## config.mk

```make
export PLATFORM = sky130hd
export DESIGN_NAME = css_core_flat
export DESIGN_NICKNAME = d
export VERILOG_FILES = /design/src/hdl/css_pkg.sv /design/src/hdl/css_if.sv /design/src/hdl/css_core.sv /design/src/flat_wrapper.sv
export VERILOG_INCLUDE_DIRS = /design/src /design/src/hdl
export SDC_FILE = /design/constraint.sdc
export NUM_CORES = 1
export LEC_CHECK = 0
export ABC_AREA = 1
export BUFFER_PORTS_ARGS = -buffer_cell sky130_fd_sc_hd__buf_2
export CORE_ASPECT_RATIO = 0.9
export CORE_UTILIZATION = 53
export DETAILED_ROUTE_END_ITERATION = 6
export PLACE_DENSITY = 0.88
export SYNTH_ARGS = -nofsm -noshare
export SYNTH_HDL_FRONTEND = slang
export SYNTH_SLANG_ARGS = --single-unit
```

## constraint.sdc

```tcl
create_clock -name clk -period 23 [get_ports clk]
set_input_delay 4.6 -clock clk [delete_from_list [all_inputs] [get_ports clk]]
set_output_delay 4.6 -clock clk [all_outputs]
set_load 0.03 [all_outputs]
```

## src/hdl/canary_shadow_stack_unit_defines.svh

```systemverilog
// assertion macros used by the shadow stack core
`ifndef CANARY_SHADOW_STACK_UNIT_DEFINES_SVH
`define CANARY_SHADOW_STACK_UNIT_DEFINES_SVH

// condition must hold at every clock edge out of reset
`define CSS_ASSERT_ALWAYS(name, expr, msg) \
  name: assert property (@(posedge clk) disable iff (rst) (expr)) else $error(msg);

// consequence must hold in the same cycle as the antecedent
`define CSS_ASSERT_SAME(name, ante, cons, msg) \
  name: assert property (@(posedge clk) disable iff (rst) (ante) |-> (cons)) else $error(msg);

// consequence must hold in the cycle after the antecedent
`define CSS_ASSERT_NEXT(name, ante, cons, msg) \
  name: assert property (@(posedge clk) disable iff (rst) (ante) |=> (cons)) else $error(msg);

`endif

```

## src/hdl/css_pkg.sv

```systemverilog
// shared types and constants of the canary shadow stack
`timescale 1ns / 1ps

package css_pkg;

  // stack geometry
  localparam int unsigned STACK_DEPTH = 1024;
  localparam int unsigned ADDR_W      = $clog2(STACK_DEPTH);
  localparam int unsigned CNT_W       = $clog2(STACK_DEPTH + 1);
  localparam int unsigned DATA_W      = 64;
  localparam int unsigned DEPTH_OUT_W = 11;
  localparam int unsigned REG_IDX_W   = 1;

  // command codes
  localparam logic CMD_PUSH  = 1'b0;
  localparam logic CMD_CHECK = 1'b1;

  // configuration register indexes
  localparam logic [REG_IDX_W-1:0] REG_SEED   = 1'b0;
  localparam logic [REG_IDX_W-1:0] REG_COOKIE = 1'b1;

  typedef enum logic [1:0] {
    STATUS_OK        = 2'd0,
    STATUS_OVERFLOW  = 2'd1,
    STATUS_UNDERFLOW = 2'd2,
    STATUS_MISMATCH  = 2'd3
  } status_t;

  typedef enum logic {
    ST_IDLE,
    ST_READ
  } state_t;

  // one result word
  typedef struct packed {
    status_t                  status;
    logic [DATA_W-1:0]        canary;
    logic [DATA_W-1:0]        expected;
    logic [DEPTH_OUT_W-1:0]   depth;
  } result_t;

  // request from the control logic to the entry memory
  typedef struct packed {
    logic              we;
    logic [ADDR_W-1:0] waddr;
    logic [DATA_W-1:0] wdata;
    logic              re;
    logic [ADDR_W-1:0] raddr;
  } mem_req_t;

endpackage

```

## src/hdl/css_if.sv

```systemverilog
// valid/ready channel interfaces for command and result words
`timescale 1ns / 1ps

interface css_in_if;
  logic        valid;
  logic        ready;
  logic        command;
  logic [63:0] func_ident;
  logic [63:0] presented_canary;

  modport source (output valid, output command, output func_ident,
                  output presented_canary, input ready);
  modport sink   (input valid, input command, input func_ident,
                  input presented_canary, output ready);
endinterface

interface css_out_if;
  logic             valid;
  logic             ready;
  css_pkg::status_t status;
  logic [63:0]      canary_out;
  logic [63:0]      expected_out;
  logic [10:0]      depth_out;

  modport source (output valid, output status, output canary_out,
                  output expected_out, output depth_out, input ready);
  modport sink   (input valid, input status, input canary_out,
                  input expected_out, input depth_out, output ready);
endinterface

```

## src/hdl/css_core.sv

```systemverilog
// control, config registers, call counter and result buffering of the shadow stack
`timescale 1ns / 1ps
`include "canary_shadow_stack_unit_defines.svh"

module css_core (
  input  logic                        clk,
  input  logic                        rst,
  input  logic                        write_enable,
  input  logic [css_pkg::REG_IDX_W-1:0] reg_index,
  input  logic [css_pkg::DATA_W-1:0]  write_data,
  css_in_if.sink                      in_ch,
  css_out_if.source                   out_ch,
  output css_pkg::mem_req_t           mem_req,
  input  logic [css_pkg::DATA_W-1:0]  mem_rdata
);
  import css_pkg::*;

  state_t              state;
  state_t              state_next;
  logic [DATA_W-1:0]   seed;
  logic [DATA_W-1:0]   cookie;
  logic [DATA_W-1:0]   call_count;
  logic [CNT_W-1:0]    top;
  logic [CNT_W-1:0]    top_next;
  logic [DATA_W-1:0]   presented;

  logic                accept;
  logic                is_push;
  logic                full;
  logic                empty;
  logic [CNT_W-1:0]    top_inc;
  logic [CNT_W-1:0]    top_dec;
  logic [DATA_W-1:0]   count_inc;
  logic [DATA_W-1:0]   canary;
  logic [DATA_W-1:0]   expected;

  logic                gen_valid;
  result_t             gen_result;
  logic                out_valid;
  result_t             out_data;
  logic                hold_valid;
  result_t             hold_data;
  logic                out_free;

  // configuration writes
  always_ff @(posedge clk) begin
    if (rst) begin
      seed   <= '0;
      cookie <= '0;
    end else if (write_enable) begin
      unique case (reg_index)
        REG_SEED:   seed   <= write_data;
        REG_COOKIE: cookie <= write_data;
        default:    ;
      endcase
    end
  end

  // handshake and stack pointer arithmetic
  assign in_ch.ready = (state == ST_IDLE) && !hold_valid;
  assign accept      = in_ch.valid && in_ch.ready;
  assign is_push     = (in_ch.command == CMD_PUSH);
  assign full        = (top == CNT_W'(STACK_DEPTH));
  assign empty       = (top == '0);
  assign top_inc     = top + CNT_W'(1);
  assign top_dec     = top - CNT_W'(1);
  assign count_inc   = call_count + DATA_W'(1);
  assign canary      = seed ^ in_ch.func_ident ^ count_inc;
  assign expected    = mem_rdata ^ cookie;

  // next state
  always_comb begin
    state_next = state;
    unique case (state)
      ST_IDLE: begin
        if (accept && !is_push && !empty) begin
          state_next = ST_READ;
        end
      end
      ST_READ: state_next = ST_IDLE;
      default: state_next = ST_IDLE;
    endcase
  end

  // memory requests, stack pointer update and result forming
  always_comb begin
    mem_req          = '0;
    mem_req.waddr    = top[ADDR_W-1:0];
    mem_req.wdata    = canary ^ cookie;
    mem_req.raddr    = top_dec[ADDR_W-1:0];
    top_next         = top;
    gen_valid        = 1'b0;
    gen_result       = '0;
    gen_result.depth = DEPTH_OUT_W'(top);
    unique case (state)
      ST_IDLE: begin
        if (accept) begin
          gen_valid = is_push || empty;
          if (is_push) begin
            gen_result.canary = canary;
            if (full) begin
              gen_result.status = STATUS_OVERFLOW;
            end else begin
              mem_req.we        = 1'b1;
              top_next          = top_inc;
              gen_result.status = STATUS_OK;
              gen_result.depth  = DEPTH_OUT_W'(top_inc);
            end
          end else if (empty) begin
            gen_result.status = STATUS_UNDERFLOW;
          end else begin
            mem_req.re = 1'b1;
            top_next   = top_dec;
          end
        end
      end
      ST_READ: begin
        // top already points at the popped entry
        gen_valid           = 1'b1;
        gen_result.expected = expected;
        gen_result.status   = (expected == presented) ? STATUS_OK : STATUS_MISMATCH;
      end
      default: ;
    endcase
  end

  // state, counter and stack pointer
  always_ff @(posedge clk) begin
    if (rst) begin
      state      <= ST_IDLE;
      call_count <= '0;
      top        <= '0;
    end else begin
      state <= state_next;
      top   <= top_next;
      if (accept && is_push) begin
        call_count <= count_inc;
      end
    end
  end

  // presented canary waits for the memory read
  always_ff @(posedge clk) begin
    if (accept) begin
      presented <= in_ch.presented_canary;
    end
  end

  // output register with a skid word behind it
  assign out_free = !out_valid || out_ch.ready;

  always_ff @(posedge clk) begin
    if (rst) begin
      out_valid  <= 1'b0;
      hold_valid <= 1'b0;
    end else if (out_free) begin
      if (hold_valid) begin
        out_valid  <= 1'b1;
        hold_valid <= gen_valid;
      end else begin
        out_valid  <= gen_valid;
      end
    end else if (gen_valid) begin
      hold_valid <= 1'b1;
    end
  end

  always_ff @(posedge clk) begin
    if (out_free) begin
      if (hold_valid) begin
        out_data <= hold_data;
        if (gen_valid) begin
          hold_data <= gen_result;
        end
      end else if (gen_valid) begin
        out_data <= gen_result;
      end
    end else if (gen_valid) begin
      hold_data <= gen_result;
    end
  end

  assign out_ch.valid        = out_valid;
  assign out_ch.status       = out_data.status;
  assign out_ch.canary_out   = out_data.canary;
  assign out_ch.expected_out = out_data.expected;
  assign out_ch.depth_out    = out_data.depth;

  // checks
  `CSS_ASSERT_ALWAYS(a_top_in_range, top <= CNT_W'(STACK_DEPTH), "stack pointer beyond depth")
  `CSS_ASSERT_SAME(a_skid_behind_out, hold_valid, out_valid, "skid word without output word")
  `CSS_ASSERT_NEXT(a_pop_reads, !rst && accept && !is_push && !empty, state == ST_READ,
                   "pop did not wait for memory read")
  `CSS_ASSERT_NEXT(a_push_grows, !rst && accept && is_push && !full,
                   top == $past(top) + CNT_W'(1), "push did not grow the stack")

endmodule

```

## src/flat_wrapper.sv

```systemverilog
// flat-port wrapper written by rule: the top's interface ports become plain ports
module css_core_flat import css_pkg::*;
  (clk, rst, write_enable, reg_index, write_data, mem_req, mem_rdata, in_ch_valid, in_ch_command, in_ch_func_ident, in_ch_presented_canary, in_ch_ready, out_ch_valid, out_ch_status, out_ch_canary_out, out_ch_expected_out, out_ch_depth_out, out_ch_ready);
  css_in_if in_ch_i ();
  css_out_if out_ch_i ();
  input  logic clk;
  input  logic rst;
  input  logic write_enable;
  input  logic [css_pkg::REG_IDX_W-1:0] reg_index;
  input  logic [css_pkg::DATA_W-1:0] write_data;
  output css_pkg::mem_req_t mem_req;
  input  logic [css_pkg::DATA_W-1:0] mem_rdata;
  input wire logic [$bits(in_ch_i.valid)-1:0] in_ch_valid;
  input wire logic [$bits(in_ch_i.command)-1:0] in_ch_command;
  input wire logic [$bits(in_ch_i.func_ident)-1:0] in_ch_func_ident;
  input wire logic [$bits(in_ch_i.presented_canary)-1:0] in_ch_presented_canary;
  output wire logic [$bits(in_ch_i.ready)-1:0] in_ch_ready;
  output wire logic [$bits(out_ch_i.valid)-1:0] out_ch_valid;
  output wire logic [$bits(out_ch_i.status)-1:0] out_ch_status;
  output wire logic [$bits(out_ch_i.canary_out)-1:0] out_ch_canary_out;
  output wire logic [$bits(out_ch_i.expected_out)-1:0] out_ch_expected_out;
  output wire logic [$bits(out_ch_i.depth_out)-1:0] out_ch_depth_out;
  input wire logic [$bits(out_ch_i.ready)-1:0] out_ch_ready;
  assign in_ch_i.valid = in_ch_valid;
  assign in_ch_i.command = in_ch_command;
  assign in_ch_i.func_ident = in_ch_func_ident;
  assign in_ch_i.presented_canary = in_ch_presented_canary;
  assign in_ch_ready = in_ch_i.ready;
  assign out_ch_valid = out_ch_i.valid;
  assign out_ch_status = out_ch_i.status;
  assign out_ch_canary_out = out_ch_i.canary_out;
  assign out_ch_expected_out = out_ch_i.expected_out;
  assign out_ch_depth_out = out_ch_i.depth_out;
  assign out_ch_i.ready = out_ch_ready;
  css_core u_core (.clk(clk), .rst(rst), .write_enable(write_enable), .reg_index(reg_index), .write_data(write_data), .in_ch(in_ch_i), .out_ch(out_ch_i), .mem_req(mem_req), .mem_rdata(mem_rdata));
endmodule
```

==> flow_summary_export.csv <==
group,metric,value,unit
worst_hold_path,holdCritStartpoint,"u_core.cookie[21]",
critical_path,crit_buf_inv,5,
clock_network,clk_latency,610,ps
sta,finalSetupTns,0,ps
clock_network,cts_buffers,56,
sta,hold_viol,0,
placement,portBuffers,491,
synth,syn_area_per_cell,8.33,sq um
clock_network,h-tree-depth,2,
cells_and_area,final_cells,4407,
clock_network,path_clk_slew,60,ps
route,drc_errors,1,
sta,worstMarginPinSlew,1040,ps
critical_path,rr_worst_depth,9,
grt,grtUsageMet1,39.7,%
synth,syn-num-nets,3499,
grt,grt-ovfl-total,0,
placement,gp_congestion,0.963,
route,viasPerCell,5.40,
sta,slew_violations,0,
route,dr.pass1.iters,7,
route,vias,23800,
sta,slew_headroom,30.7,%
sta,whs,505,ps
power,ir_drop,67.8,uV
critical_path,endpoint_kind,"primary output",
cells_and_area,fill_cells,4008,
job,cap_violations,0,
synth,syn_inst,3232,
critical_path,critPathKind,"in2out",
floorplanning,rows,77,
clock_network,post-cts-setup-buffers,0,
critical_path,worstPathCellList,"buf_2 > nand2_1 > clkinv_2 > buf_4 > nand2_1 > inv_1 > buf_2",
synth,yosys_warnings,0,
grt,grt_usage,31.4,%
outcome,outcome,"finished with violations",
grt,grtUsageMet3,6.29,%
synth,synth-edff-count,346,
cells_and_area,fin_area,0.0318,sq mm
sta,fin_crit_sh,50.1,%
worst_hold_path,hp-class,"reg2reg",
critical_path,crit_fanout,37,
cells_and_area,finish.net_count,3946,
cells_and_area,layout_commonest_cell,"nand2_1",
route,routed_wl,82800,um
placement,dp_hpwl,57800,um
grt,antenna_found_initial,10,
synth,async_flop_share,0,%
sta,finClkSkew,14.4,ps
clock_network,cts.sinks,552,
clock_network,clockBufferDepth,3,
power,power.density,83.3,mW/mm^2
grt,grt_pass1_wl,125000,um
placement,dp_cells,4292,
critical_path,reg2reg_slack,19140,ps
clock_network,cts_tree,"built",
route,drt-wirelength-per-cell,18.8,um
critical_path,reg2reg_from,"u_core.top[0]",
cells_and_area,fin_util,64.0,%
sta,rsz0062_at_grt,"no",
worst_hold_path,worstHoldEndpoint,"u_core.cookie[21]",
critical_path,timing.rr.end,"u_core.out_ch.expected_out[48]",
outcome,violations,"design-rule violations",
worst_hold_path,worstHoldPathCells,2,
route,drtAntennaViolNets,0,
cells_and_area,layout_common_cells,"nand2_1, buf_2, inv_1",
sta,period_minus_slack,11520,ps
floorplanning,ios,492,
power,power.leakage,14.5,nW
floorplanning,die_area,0.0517,sq mm
synth,ys.flop_type,"edfxtp_1",
grt,grt_pass1_vias,22600,
clock_network,root_buffer,"clkbuf_16",
synth,ys_seq_area_share,53.9,%
sta,max_freq,0.0868,GHz
synth,synth_area,0.0269,sq mm
critical_path,critical-path-max-stage-delay,710,ps
floorplanning,start_util,54.3,%
grt,busiest_layer,"met2",
critical_path,critPathArrivalTime,6920,ps
sta,setup_viol_count_final,0,
grt,grt_use_met2,51.6,%
cells_and_area,layout-drive-gt1-share,17.8,%
floorplanning,die_w,240,um
floorplanning,die-height,216,um
grt,grt_max_degree,98,
critical_path,cpMaxStageDelayCell,"clkinv_2",
clock_network,holdBufCountCts,0,
synth,synth_seq_cells,552,
critical_path,cp.required,18400,ps
placement,placedInstanceArea,0.0299,sq mm
critical_path,start_kind,"input port",
floorplanning,core,0.0496,sq mm
cells_and_area,syn2layout_area_growth,18.0,%
route,drt_iter0_drc,2351,
critical_path,critPathTopFamily,"buffers and inverters",
clock_network,cts_resized,0,
synth,ys_types,39,
## worst register-to-register path, delay by kind of cell (launching register included)
kind,cells,cell delay [ps]
adder cells (fa/ha/maj),1,220
AND/OR/NAND/NOR,6,1690
buffers and inverters,2,1060
flip-flops,1,390
## worst max path at each step
stage	startpoint	endpoint	cells after the start
after floorplan	in_ch_command	u_core.hold_data[0]	6
after global placement	in_ch_valid	mem_req[85]	7
after detailed placement	in_ch_valid	mem_req[85]	7
after CTS	in_ch_valid	mem_req[85]	7
after global routing	in_ch_valid	mem_req[85]	7
final	in_ch_valid	mem_req[85]	7
## layer usage
layer | vias to the layer above | part of all wire, % | routed length [um]
met5 | - | 0.021 | 17
met4 | 2 | 4.4 | 3650
met3 | 220 | 10 | 8290
met2 | 1313 | 46 | 38300
met1 | 11000 | 39 | 32600
li1 | 11300 | - | -
## cells in the mapped netlist, types with 14 or more instances
master	count	area, sq um
o21ai_0	241	1210
o211ai_1	15	113
xnor2_1	58	508
o21ai_1	19	95.1
inv_1	352	1320
a21oi_1	130	651
nand3b_1	54	405
clkbuf_1	87	327
dfxtp_1	206	4120
nand2_1	968	3630
nand4_1	25	156
nor3_1	37	185
edfxtp_1	346	10400
xor2_1	139	1220
nand3_1	94	470
nor2_2	14	87.6
nor2_1	352	1320
## state kept, by name (all words and copies together) (netlist names)
signal / count
u_core.state: 1
u_core.top: 11
u_core.presented: 64
u_core.out_ch.canary_out: 64
u_core.seed: 64
u_core.hold_valid: 1
u_core.out_ch.valid: 1
u_core.hold_data: 141
u_core.out_ch.status: 2
u_core.cookie: 64
u_core.call_count: 64
u_core.out_ch.expected_out: 64
u_core.out_ch.depth_out: 11
## cell type report
type | instances | area [sq um] | area share (%)
well taps | 671 | 840 | 2.64
multi-input cells | 2195 | 10600 | 33.3
repair buffers | 508 | 2580 | 8.13
inverters | 366 | 1390 | 4.36
clock buffers | 74 | 1560 | 4.91
flip-flops and latches | 552 | 14500 | 45.7
diodes | 9 | 22.5 | 0.0709
clock inverters | 32 | 284 | 0.894
## power by group
part | internal, W | switching (W) | total, W
combinational | 0.000145 | 0.000391 | 0.000536
sequential | 0.00114 | 0.0000421 | 0.00119
clock | 0.000524 | 0.000399 | 0.000923
## per-stage QoR
stage	total power, W	setup WS (ps)
global route	0.00274	11400
CTS	0.00265	11530
finish	0.00265	11480
floorplan	0.00156	10330
detailed placement	0.00173	11530
global placement	0.00172	11580
## logic make-up (layout without fill, tap and decap cells)
kind of cell / Yosys count / count (layout) / synth area share [%]
flops: 552 / 552 / 53.9
buf+inv: 485 / 980 / 6.95
compound gates: 415 / 415 / 7.92
simple gates: 1570 / 1570 / 24.1
other cells: 0 / 9 / 0
xor+xnor: 206 / 206 / 6.95
fa+ha+maj: 4 / 4 / 0.186
Note: power is estimated with default switching activity, not from simulation.
